File: src/fqa_pkg.sv
`default_nettype none

package fqa_pkg;

    localparam int unsigned IDX_W       = 7;
    localparam int unsigned CNT_W       = 8;
    localparam int unsigned FRAME_W     = 32;

    localparam logic [CNT_W-1:0]   MAX_QUERIES   = 8'd128;
    localparam logic [CNT_W-1:0]   RING_MIN      = 8'd2;
    localparam logic [CNT_W-1:0]   QCOUNT_RESET  = 8'd96;
    localparam logic [FRAME_W-1:0] FRAME_INVALID = '1;

    typedef enum logic [1:0] {
        OP_ALLOC   = 2'd0,
        OP_BEGIN   = 2'd1,
        OP_END     = 2'd2,
        OP_COLLECT = 2'd3
    } opcode_t;

    typedef enum logic [1:0] {
        ST_OK        = 2'd0,
        ST_NO_QUERY  = 2'd1,
        ST_READBACK  = 2'd2,
        ST_NOT_FOUND = 2'd3
    } status_t;

    typedef enum logic [3:0] {
        S_IDLE,
        S_ALLOC_CHECK,
        S_ALLOC_INC,
        S_ALLOC_WRAP,
        S_USED_INC,
        S_USED_SAT,
        S_BEGIN_CHECK,
        S_REL_LEN,
        S_REL_WRAP,
        S_REL_ADD,
        S_REL_USED,
        S_BEGIN_STAMP,
        S_END,
        S_SCAN,
        S_RESP
    } state_t;

    typedef enum logic {
        ALU_ADD,
        ALU_SUB
    } alu_op_t;

    typedef struct packed {
        alu_op_t           op;
        logic [CNT_W-1:0]  a;
        logic [CNT_W-1:0]  b;
    } alu_req_t;

    typedef struct packed {
        logic [CNT_W-1:0]  res;
        logic              borrow;  // a < b on subtract
    } alu_rsp_t;

endpackage

`default_nettype wire

File: src/fqa_alu.sv
`default_nettype none

module fqa_alu (
    input  wire fqa_pkg::alu_req_t req,
    output fqa_pkg::alu_rsp_t      rsp
);

    logic [fqa_pkg::CNT_W:0] sum;

    always_comb begin
        unique case (req.op)
            fqa_pkg::ALU_ADD: sum = {1'b0, req.a} + {1'b0, req.b};
            fqa_pkg::ALU_SUB: sum = {1'b0, req.a} - {1'b0, req.b};
            default:          sum = '0;
        endcase
    end

    assign rsp.res    = sum[fqa_pkg::CNT_W-1:0];
    assign rsp.borrow = (req.op == fqa_pkg::ALU_SUB) && sum[fqa_pkg::CNT_W];

endmodule

`default_nettype wire

File: src/frame_ring_query_allocator_core.sv
// Query ring allocator: one request at a time, one result per request. A small
// sequencer drives one shared 8-bit add/subtract unit through the pointer and
// count updates, one step per cycle. End frame is a single step, a refused
// allocate or begin ends after its check, allocate steps the pointer (wrapping)
// and the used count (saturating), begin frame may release a range (longest
// when it wrapped) before it stamps, and collect scans the frame records one per
// cycle. The result then sits in the output register until taken, and the next
// request is accepted the cycle after that. query_count may be written only while idle.
`default_nettype none

module frame_ring_query_allocator_core #(
    parameter int unsigned FRAME_RECORDS = 3
) (
    input  wire         aclk,
    input  wire         aresetn,

    input  wire         cfg_we,
    input  wire  [7:0]  cfg_wdata,

    input  wire         s_valid,
    output logic        s_ready,
    input  wire  [1:0]  s_opcode,
    input  wire  [31:0] s_frame_id,
    input  wire         s_results_ready,

    output logic        m_valid,
    input  wire         m_ready,
    output logic [1:0]  m_status,
    output logic [6:0]  m_query_index,
    output logic [31:0] m_frame_number,
    output logic [6:0]  m_range_start,
    output logic [6:0]  m_range_end
);

    localparam int unsigned REC_W = $clog2(FRAME_RECORDS);
    localparam logic [REC_W-1:0] REC_LAST = REC_W'(FRAME_RECORDS - 1);
    localparam int unsigned IW = fqa_pkg::IDX_W;
    localparam int unsigned CW = fqa_pkg::CNT_W;
    localparam int unsigned FW = fqa_pkg::FRAME_W;

    fqa_pkg::state_t state_reg, state_next;

    logic [CW-1:0]    qcount_reg;
    logic [IW-1:0]    alloc_reg;
    logic [IW-1:0]    free_reg;
    logic [CW-1:0]    used_reg;
    logic [REC_W-1:0] active_reg;
    logic [FW-1:0]    nfc_reg;
    logic [REC_W-1:0] rec_reg;
    logic [CW-1:0]    tmp_reg;

    logic [1:0]       op_reg;
    logic [FW-1:0]    fid_reg;
    logic             rdy_reg;

    logic [FW-1:0] rec_frame_reg    [FRAME_RECORDS];
    logic [IW-1:0] rec_start_reg    [FRAME_RECORDS];
    logic [IW-1:0] rec_end_reg      [FRAME_RECORDS];
    logic [FRAME_RECORDS-1:0] rec_rdback_reg;
    logic [FRAME_RECORDS-1:0] rec_release_reg;

    logic        m_valid_reg;
    logic [1:0]  status_reg;
    logic [6:0]  qidx_reg;
    logic [31:0] fnum_reg;
    logic [6:0]  rs_reg;
    logic [6:0]  re_reg;

    fqa_pkg::alu_req_t alu_req;
    fqa_pkg::alu_rsp_t alu_rsp;

    logic [CW-1:0] ring_len;
    logic          ring_full;
    logic          rec_match;
    logic [FW-1:0] nfc_inc;
    logic          accept;

    fqa_alu u_alu (
        .req (alu_req),
        .rsp (alu_rsp)
    );

    always_comb begin
        priority if (qcount_reg < fqa_pkg::RING_MIN) begin
            ring_len = fqa_pkg::RING_MIN;
        end else if (qcount_reg > fqa_pkg::MAX_QUERIES) begin
            ring_len = fqa_pkg::MAX_QUERIES;
        end else begin
            ring_len = qcount_reg;
        end
    end

    assign ring_full = (alloc_reg == free_reg) && (used_reg != '0);
    assign rec_match = (rec_frame_reg[rec_reg] == fid_reg) && rec_rdback_reg[rec_reg];
    assign nfc_inc   = nfc_reg + FW'(1);
    assign accept    = s_valid && s_ready;

    // next state
    always_comb begin
        state_next = state_reg;
        unique case (state_reg)
            fqa_pkg::S_IDLE: begin
                if (s_valid) begin
                    unique case (fqa_pkg::opcode_t'(s_opcode))
                        fqa_pkg::OP_ALLOC:   state_next = fqa_pkg::S_ALLOC_CHECK;
                        fqa_pkg::OP_BEGIN:   state_next = fqa_pkg::S_BEGIN_CHECK;
                        fqa_pkg::OP_END:     state_next = fqa_pkg::S_END;
                        fqa_pkg::OP_COLLECT: state_next = fqa_pkg::S_SCAN;
                        default:             state_next = fqa_pkg::S_IDLE;
                    endcase
                end
            end
            fqa_pkg::S_ALLOC_CHECK:
                state_next = ring_full ? fqa_pkg::S_RESP : fqa_pkg::S_ALLOC_INC;
            fqa_pkg::S_ALLOC_INC:  state_next = fqa_pkg::S_ALLOC_WRAP;
            fqa_pkg::S_ALLOC_WRAP: state_next = fqa_pkg::S_USED_INC;
            fqa_pkg::S_USED_INC:   state_next = fqa_pkg::S_USED_SAT;
            fqa_pkg::S_USED_SAT:   state_next = fqa_pkg::S_RESP;
            fqa_pkg::S_BEGIN_CHECK: begin
                priority if (rec_rdback_reg[rec_reg]) begin
                    state_next = fqa_pkg::S_RESP;
                end else if (rec_release_reg[rec_reg]) begin
                    state_next = fqa_pkg::S_REL_LEN;
                end else begin
                    state_next = fqa_pkg::S_BEGIN_STAMP;
                end
            end
            fqa_pkg::S_REL_LEN:
                state_next = alu_rsp.borrow ? fqa_pkg::S_REL_WRAP : fqa_pkg::S_REL_USED;
            fqa_pkg::S_REL_WRAP:    state_next = fqa_pkg::S_REL_ADD;
            fqa_pkg::S_REL_ADD:     state_next = fqa_pkg::S_REL_USED;
            fqa_pkg::S_REL_USED:    state_next = fqa_pkg::S_BEGIN_STAMP;
            fqa_pkg::S_BEGIN_STAMP: state_next = fqa_pkg::S_RESP;
            fqa_pkg::S_END:         state_next = fqa_pkg::S_RESP;
            fqa_pkg::S_SCAN: begin
                if (rec_match || rec_reg == REC_LAST) begin
                    state_next = fqa_pkg::S_RESP;
                end
            end
            fqa_pkg::S_RESP: begin
                if (m_ready) begin
                    state_next = fqa_pkg::S_IDLE;
                end
            end
            default: state_next = fqa_pkg::S_IDLE;
        endcase
    end

    // shared unit operands and handshake
    always_comb begin
        alu_req.op = fqa_pkg::ALU_ADD;
        alu_req.a  = '0;
        alu_req.b  = '0;
        s_ready    = (state_reg == fqa_pkg::S_IDLE);
        unique case (state_reg)
            fqa_pkg::S_ALLOC_INC: begin
                alu_req.a = {1'b0, alloc_reg};
                alu_req.b = CW'(1);
            end
            fqa_pkg::S_ALLOC_WRAP: begin
                alu_req.op = fqa_pkg::ALU_SUB;
                alu_req.a  = tmp_reg;
                alu_req.b  = ring_len;
            end
            fqa_pkg::S_USED_INC: begin
                alu_req.a = used_reg;
                alu_req.b = CW'(1);
            end
            fqa_pkg::S_USED_SAT: begin
                alu_req.op = fqa_pkg::ALU_SUB;
                alu_req.a  = ring_len;
                alu_req.b  = tmp_reg;
            end
            fqa_pkg::S_REL_LEN: begin
                alu_req.op = fqa_pkg::ALU_SUB;
                alu_req.a  = {1'b0, rec_end_reg[rec_reg]};
                alu_req.b  = {1'b0, rec_start_reg[rec_reg]};
            end
            fqa_pkg::S_REL_WRAP: begin
                alu_req.op = fqa_pkg::ALU_SUB;
                alu_req.a  = ring_len;
                alu_req.b  = {1'b0, rec_start_reg[rec_reg]};
            end
            fqa_pkg::S_REL_ADD: begin
                alu_req.a = tmp_reg;
                alu_req.b = {1'b0, rec_end_reg[rec_reg]};
            end
            fqa_pkg::S_REL_USED: begin
                alu_req.op = fqa_pkg::ALU_SUB;
                alu_req.a  = used_reg;
                alu_req.b  = tmp_reg;
            end
            default: begin
            end
        endcase
    end

    always_ff @(posedge aclk) begin
        if (!aresetn) begin
            state_reg   <= fqa_pkg::S_IDLE;
            m_valid_reg <= 1'b0;
        end else begin
            state_reg   <= state_next;
            m_valid_reg <= (state_next == fqa_pkg::S_RESP);
        end
    end

    always_ff @(posedge aclk) begin
        if (!aresetn) begin
            qcount_reg      <= fqa_pkg::QCOUNT_RESET;
            alloc_reg       <= '0;
            free_reg        <= '0;
            used_reg        <= '0;
            active_reg      <= '0;
            nfc_reg         <= '0;
            rec_reg         <= '0;
            rec_rdback_reg  <= '0;
            rec_release_reg <= '0;
            for (int i = 0; i < FRAME_RECORDS; i++) begin
                rec_frame_reg[i] <= fqa_pkg::FRAME_INVALID;
                rec_start_reg[i] <= '0;
                rec_end_reg[i]   <= '0;
            end
        end else begin
            if (cfg_we) begin
                qcount_reg <= cfg_wdata;
            end
            unique case (state_reg)
                fqa_pkg::S_IDLE: begin
                    if (accept) begin
                        rec_reg <= (fqa_pkg::opcode_t'(s_opcode) == fqa_pkg::OP_COLLECT)
                                   ? '0 : active_reg;
                    end
                end
                fqa_pkg::S_ALLOC_WRAP: begin
                    alloc_reg <= alu_rsp.borrow ? tmp_reg[IW-1:0] : '0;
                end
                fqa_pkg::S_USED_SAT: begin
                    used_reg <= alu_rsp.borrow ? ring_len : tmp_reg;
                end
                fqa_pkg::S_REL_USED: begin
                    used_reg                 <= alu_rsp.borrow ? '0 : alu_rsp.res;
                    free_reg                 <= rec_end_reg[rec_reg];
                    rec_release_reg[rec_reg] <= 1'b0;
                end
                fqa_pkg::S_BEGIN_STAMP: begin
                    rec_frame_reg[rec_reg] <= nfc_reg;
                    rec_start_reg[rec_reg] <= alloc_reg;
                    // all ones is reserved as the invalid frame number
                    nfc_reg <= (nfc_inc == fqa_pkg::FRAME_INVALID) ? '0 : nfc_inc;
                end
                fqa_pkg::S_END: begin
                    rec_rdback_reg[rec_reg] <= 1'b1;
                    rec_end_reg[rec_reg]    <= alloc_reg;
                    active_reg <= (rec_reg == REC_LAST) ? '0 : rec_reg + REC_W'(1);
                end
                fqa_pkg::S_SCAN: begin
                    if (rec_match && rdy_reg) begin
                        rec_rdback_reg[rec_reg]  <= 1'b0;
                        rec_release_reg[rec_reg] <= 1'b1;
                    end else if (!rec_match && rec_reg != REC_LAST) begin
                        rec_reg <= rec_reg + REC_W'(1);
                    end
                end
                default: begin
                end
            endcase
        end
    end

    // request latch, scratch and result registers
    always_ff @(posedge aclk) begin
        unique case (state_reg)
            fqa_pkg::S_IDLE: begin
                if (accept) begin
                    op_reg     <= s_opcode;
                    fid_reg    <= s_frame_id;
                    rdy_reg    <= s_results_ready;
                    status_reg <= (fqa_pkg::opcode_t'(s_opcode) == fqa_pkg::OP_COLLECT)
                                  ? fqa_pkg::ST_NOT_FOUND : fqa_pkg::ST_OK;
                    qidx_reg   <= '0;
                    fnum_reg   <= '0;
                    rs_reg     <= '0;
                    re_reg     <= '0;
                end
            end
            fqa_pkg::S_ALLOC_CHECK: begin
                if (ring_full) begin
                    status_reg <= fqa_pkg::ST_NO_QUERY;
                end else begin
                    qidx_reg <= alloc_reg;
                end
            end
            fqa_pkg::S_ALLOC_INC, fqa_pkg::S_USED_INC, fqa_pkg::S_REL_ADD: begin
                tmp_reg <= alu_rsp.res;
            end
            fqa_pkg::S_REL_LEN: begin
                if (!alu_rsp.borrow) begin
                    tmp_reg <= alu_rsp.res;
                end
            end
            fqa_pkg::S_REL_WRAP: begin
                tmp_reg <= alu_rsp.borrow ? '0 : alu_rsp.res;
            end
            fqa_pkg::S_BEGIN_CHECK: begin
                if (rec_rdback_reg[rec_reg]) begin
                    status_reg <= fqa_pkg::ST_READBACK;
                    fnum_reg   <= fqa_pkg::FRAME_INVALID;
                end
            end
            fqa_pkg::S_REL_USED: begin
                rs_reg <= rec_start_reg[rec_reg];
                re_reg <= rec_end_reg[rec_reg];
            end
            fqa_pkg::S_BEGIN_STAMP: begin
                fnum_reg <= nfc_reg;
            end
            fqa_pkg::S_SCAN: begin
                if (rec_match && rdy_reg) begin
                    status_reg <= fqa_pkg::ST_OK;
                    rs_reg     <= rec_start_reg[rec_reg];
                    re_reg     <= rec_end_reg[rec_reg];
                end
            end
            default: begin
            end
        endcase
    end

    assign m_valid        = m_valid_reg;
    assign m_status       = status_reg;
    assign m_query_index  = qidx_reg;
    assign m_frame_number = fnum_reg;
    assign m_range_start  = rs_reg;
    assign m_range_end    = re_reg;

    // op_reg is kept for debug visibility of the request in flight
    logic op_is_collect;
    assign op_is_collect = (fqa_pkg::opcode_t'(op_reg) == fqa_pkg::OP_COLLECT);

    a_no_overlap: assert property (@(posedge aclk) disable iff (!aresetn)
        !(s_ready && m_valid))
        else $error("input ready while a result is pending");

    a_busy_after_accept: assert property (@(posedge aclk) disable iff (!aresetn)
        (s_valid && s_ready) |=> !s_ready)
        else $error("ready right after accepting a request");

    a_used_bound: assert property (@(posedge aclk) disable iff (!aresetn)
        used_reg <= fqa_pkg::MAX_QUERIES)
        else $error("used count beyond ring capacity");

    a_active_bound: assert property (@(posedge aclk) disable iff (!aresetn)
        active_reg <= REC_LAST)
        else $error("active record out of range");

    a_scan_only_collect: assert property (@(posedge aclk) disable iff (!aresetn)
        (state_reg == fqa_pkg::S_SCAN) |-> op_is_collect)
        else $error("record scan outside of a collect request");

endmodule

`default_nettype wire
File: config.mk
export PLATFORM = sky130hd
export DESIGN_NAME = frame_ring_query_allocator_core
export DESIGN_NICKNAME = d
export VERILOG_FILES = /design/src/fqa_pkg.sv /design/src/fqa_alu.sv /design/src/frame_ring_query_allocator_core.sv
export SDC_FILE = /design/constraint.sdc
export NUM_CORES = 1
export LEC_CHECK = 0
export ABC_AREA = 1
export BUFFER_PORTS_ARGS = -buffer_cell sky130_fd_sc_hd__buf_2
export CAP_MARGIN = 10
export CORE_UTILIZATION = 55
export CTS_CLUSTER_DIAMETER = 50
export CTS_CLUSTER_SIZE = 24
export DETAILED_ROUTE_END_ITERATION = 6
export MAX_ROUTING_LAYER = met4
export PLACE_DENSITY = 0.82
export SYNTH_ARGS = -nofsm -noshare
export SYNTH_HDL_FRONTEND = slang
export SYNTH_SLANG_ARGS = --single-unit
File: constraint.sdc
create_clock -name aclk -period 3.99 [get_ports aclk]
set_clock_uncertainty 0.15 [all_clocks]
set_input_delay 0.399 -clock aclk [delete_from_list [all_inputs] [get_ports aclk]]
set_output_delay 0.399 -clock aclk [all_outputs]
set_load 0.01 [all_outputs]
After elaboration in Yosys (flattened, before gate mapping):

Memory sizes are Yosys's and may differ from the RTL's. A register that Yosys moved wholly into a read port is not among the register bits.
Index checks and enable logic that the tools add are counted.

* add/subtract/negate cells: 4
* magnitude comparators: 4
* eq/ne operators: 31
* mux-type cells: 75
* bitwise operators: 6
* reduce and logical (&&, ||, !) cells: 36

Operator list (count)
* 32-bit two-way mux: 4
* 16-bit case mux with 8 select lines: 1
* 32-bit case mux with 3 select lines: 1
* 4-bit case mux with 13 select lines: 1
* 7-bit two-way mux: 7
* 7-bit case mux with 3 select lines: 2
* 2-bit two-way mux: 20
* 8-bit two-way mux: 5
* 32-bit by 1-bit adder with 32-bit output, second input constant: 1
* 32-bit equality test: 1
* 32-bit equality test, second input constant: 1
* 4-bit equality test, second input constant: 8
* 32-bit OR reduction: 1
* 4-bit two-way mux: 6
* 8-bit case mux with 3 select lines: 1
* 9-bit case mux with 2 select lines: 1
* 4-bit by 3-bit equality test with 1-bit output, second input constant: 4
* 2-bit != test, second input constant: 8
* 4-bit case mux with 4 select lines: 1
* 8-bit case mux with 2 select lines: 1
* 1-bit two-way mux: 14
* 7-bit case mux with 2 select lines: 1
* 7-bit OR reduction: 2
* 3-bit case mux with 2 select lines: 2
* other kinds (37): 62

* bits in registers: 173
* RAM bits: 138
* input bits: 48
* memories: 3

Memories
* rec_frame_reg: depth 3, bits a word 32, rd ports 1, clocked after Yosys merged registers in 1, wr ports 3, line frame_ring_query_allocator_core.sv:56 `logic [FW-1:0] rec_frame_reg [FRAME_RECORDS];`
* rec_end_reg: depth 3, bits a word 7, rd ports 1, clocked after Yosys merged registers in 1, wr ports 3, line frame_ring_query_allocator_core.sv:58 `logic [IW-1:0] rec_end_reg [FRAME_RECORDS];`
* rec_start_reg: depth 3, bits a word 7, rd ports 1, clocked after Yosys merged registers in 1, wr ports 3, line frame_ring_query_allocator_core.sv:57 `logic [IW-1:0] rec_start_reg [FRAME_RECORDS];`

Longest topological paths before layout:

* word-level depth: 10
* depth in mapped cells: 26

Cells and area by module:

A second synthesis with hierarchy kept.

* cells, all modules: 1933
* area, all modules: 17506.8 µm²

By module, submodules not included
* frame_ring_query_allocator_core: instances 1, cells an instance 1828, area an instance 16955.0 µm²
* fqa_alu: instances 1, cells an instance 105, area an instance 551.8 µm²

Worst setup path after synthesis:

Ideal clock, no wire load.

* path type: reg-to-reg
* from: reg with a tool-made name
* to: reg tmp_reg[0], enable pin
* library setup time: 0.324 ns
* arrival time: 3.151 ns
* required time: 3.516 ns
* setup slack: 0.365 ns
* stages on the path, launching flop included: 16
* buffers on the path: 2
* clock period less this slack: 3.625 ns
* cells stage by stage: dfxtp_1 -> buf_4 -> buf_2 -> nand2_1 -> a32o_1 -> o21ai_0 -> nor3_2 -> ha_1 -> o21ai_0 -> inv_1 -> fa_1 -> o21ai_0 -> nand4_1 -> nand4_1 -> o21ai_0 -> inv_1

RTL lines
* to (signal assigned): line frame_ring_query_allocator_core.sv:295 `tmp_reg <= alu_rsp.res;`
* to (signal assigned): line frame_ring_query_allocator_core.sv:299 `tmp_reg <= alu_rsp.res;`
* to (signal assigned): line frame_ring_query_allocator_core.sv:303 `tmp_reg <= alu_rsp.borrow ? '0 : alu_rsp.res;`
* to (decl): line frame_ring_query_allocator_core.sv:50 `logic [CW-1:0] tmp_reg;`

==> metrics.txt <==
Cell Area, Synth=17290 um2; max reg flops=128; # setup viols final=0; post-synth top area share=48.64%; row count=64; slowest CP cell=fa_1; Hold WC Path Type=primary input to flip-flop; CP Capture Type=flip-flop; layout net count=2168; P_int=8.205 mW; violated checks=DRC; sw power=5.063 mW; Sw Ratio=38.16%; clock sinks=359; max incr delay on CP=0.43 ns; worst path bufs/invs=4; clock share of power=25.8%; Synth Register Bits=359; grt met3 use=7.846%; vias in the first global route=13676; total global routing overflow=0; pwr dens=660.0 nW/um2; Crit path max-delay family=compound AO/OA/AOI/OAI gates; Gate power share=37.5%; number of remaining DRC errors=21; Clock Latency Late Sink=0.55 ns; fillcell total=2421; Longest Clk Path Bufs=3; post-route ant nets=0; leakage power=7.929 nW; Post-Synthesis Cells=1934; Yosys cell types=48; worst ir drop on vdd=0.6772 mV; Warnings, synthesis=0; RePlAce Congestion=0.9647; initial core utilization=56.22%; GRT busiest layer=met2; outcome=finished with violations; share of layout cells above drive strength 1=13.22%; RSZ-0062 raised after global routing=no; worst reg-to-reg setup slack=0.26 ns; top cells by area, synth=edfxtp_1 (49%), nand2_1 (12%), dfxtp_1 (9.1%); area grow syn2layout=16.31%; drt pass-1 iters=7; Post-Syn Nets=2002; TritonCTS clock tree=done; Post-synth EDFFs=280; GRT Overall Usage=33.08%; maximum clock rate=0.2679 GHz; TritonCTS buffer count=34; Flop pwr share=36.6%; Core Area=30750 um2; ant diodes=0; die area=32140 um2; Total Power=13.27 mW; slew margin rel.=30.29%; period utilisation layout=93.56%; DIE HEIGHT=179.3 um; main flop type after synthesis=edfxtp_1; global-route wire length before repair=76970 um; largest net degree at the start of global routing=65; Worst Tran Pin Value=1.038 ns; H-tree levels=2; syn_area_per_cell=8.938 um2; Req. time, crit path=4.06 ns; Buffers on Ports=104; Final Core Density=65.38%; async set or reset register ratio after synthesis=0%; Ports=105; minimum clock period=3.733 ns; Die Wd=179.3 um; WL final=51120 um; Synth top cells by count=nand2_1 (574), edfxtp_1 (280), nor2_1 (195), inv_1 (184), nand3_1 (160); sequential share of the synthesized area=57.79%; 1st-iter DRT viols=1884; grt met2 use=48.29%; crit-path cells=buf_6, a21oi_1, a32o_1, o21ai_0, nor3_2, ha_2, o21ai_1, inv_1, fa_1, o21ai_1, nand4_1, nand4_1, buf_4, o21ai_0, inv_2; Via density=5.800; final hold violation count=0; initial antenna violation count=0; worst-path fanout max=17; count leader, synth=nand2_1; WL/cell=20.28 um; routed via count=14623; area leader, netlist=edfxtp_1; M1 GR Usage=46.04%; clock slew seen by the registers of the worst setup and hold paths=0.09 ns; Max-Cap Viols=0; worst setup path class=flip-flop to flip-flop; dpl hpwl=35660 um; Setup TNS Final=0 ns; CTS Root Cell=clkbuf_16; Final Max Tran Viols=0; Critical Path AT=3.81 ns; Worst setup SP type=flip-flop
logic make-up (layout without fill, tap and decap cells):
family	Yosys count	after routing	share of synthesized area [%]
DFF	359	359	57.79
AOI/OAI and AO/OA	239	239	7.687
xor gates and xnor gates	37	37	1.875
buffers and inverters	266	457	6.311
adders and majority gates	20	20	1.491
and+or+nand+nor	1013	1013	24.85
power groups by stage:
stage / clock network (mW) / logic, mW / registers [mW]
finish: 3.43 / 4.98 / 4.86
global route: 3.57 / 5.51 / 4.89
CTS: 3.45 / 4.69 / 4.84
detailed placement: 0 / 4.62 / 4.91
global placement: 0 / 4.52 / 4.92
floorplan: 0 / 3.05 / 4.94
per-layer routing:
metal / up-vias / wire length (um)
li1: 6790 / -
met1: 6887 / 21610
met2: 854 / 22400
met3: 92 / 5838
met4: 0 / 1270
met5: - / 0
tightest hold or removal path: cells and delay by family:
family	cells	cell delay (ns)
AO/OA/AOI/OAI	2	0.18
buffers and inverters	1	0.07
cell usage in the layout (no fill, tap or decap), types with 4 or more instances in the layout:
cell type	count
inv_8	4
clkbuf_16	35
buf_6	6
nand3b_1	18
nor2_1	190
a32o_1	6
a21oi_1	97
nor3_1	19
o21ai_1	7
ha_1	15
xnor2_1	8
nand2_1	573
nor3_2	4
xor2_1	29
nand3_1	160
nor4_1	5
dlygate4sd3_1	38
a31oi_1	5
o21ai_0	89
o22ai_1	9
dfxtp_1	76
nor2_4	5
nor2_2	10
inv_2	11
nand3_2	4
edfxtp_1	280
nand4_1	13
inv_1	180
buf_4	55
buf_2	104
o221ai_1	8
clkinv_8	6
layout make-up:
cell class                      count  area [um2]  area share [%]
Clock buffer                       36       879.6           4.375
Multi-Input combinational cell   1309        6306           31.36
Tap cell                          396       495.5           2.464
Clock inverter                     25       317.8           1.581
Sequential cell                   359        9993           49.70
Timing Repair Buffer              203        1381           6.870
Inverter                          193       732.0           3.641
worst paths after layout:
kind	depth (start not counted)	start	endpoint
max	15	flip-flop	tmp_reg[4]
max reg2reg	15	flip-flop	tmp_reg[4]
min reg2reg	2	flip-flop	flip-flop
min	3	cfg_wdata[1]	qcount_reg[1]
stage by stage:
stage / instance area, um2 / hold slack [ns] / setup slack, ns / instances
finish: 20110 / 0.01892 / 0.2569 / 2521
global placement: 18370 / 0.2934 / 0.2383 / 2417
global route: 20110 / 0.04077 / 0.005548 / 2521
CTS: 19950 / 0.01396 / 0.1025 / 2516
floorplan: 17290 / 0.2806 / 0.3652 / 1934
detailed placement: 18370 / 0.3106 / 0.1109 / 2417
timing repair:
item                       CTS  global route
setup endpoints to repair    0            33
setup buffers                0             5
resized for setup            0            36
hold endpoints to repair    38             0
hold buffers                38             0
(Power assumes the default switching activity.)
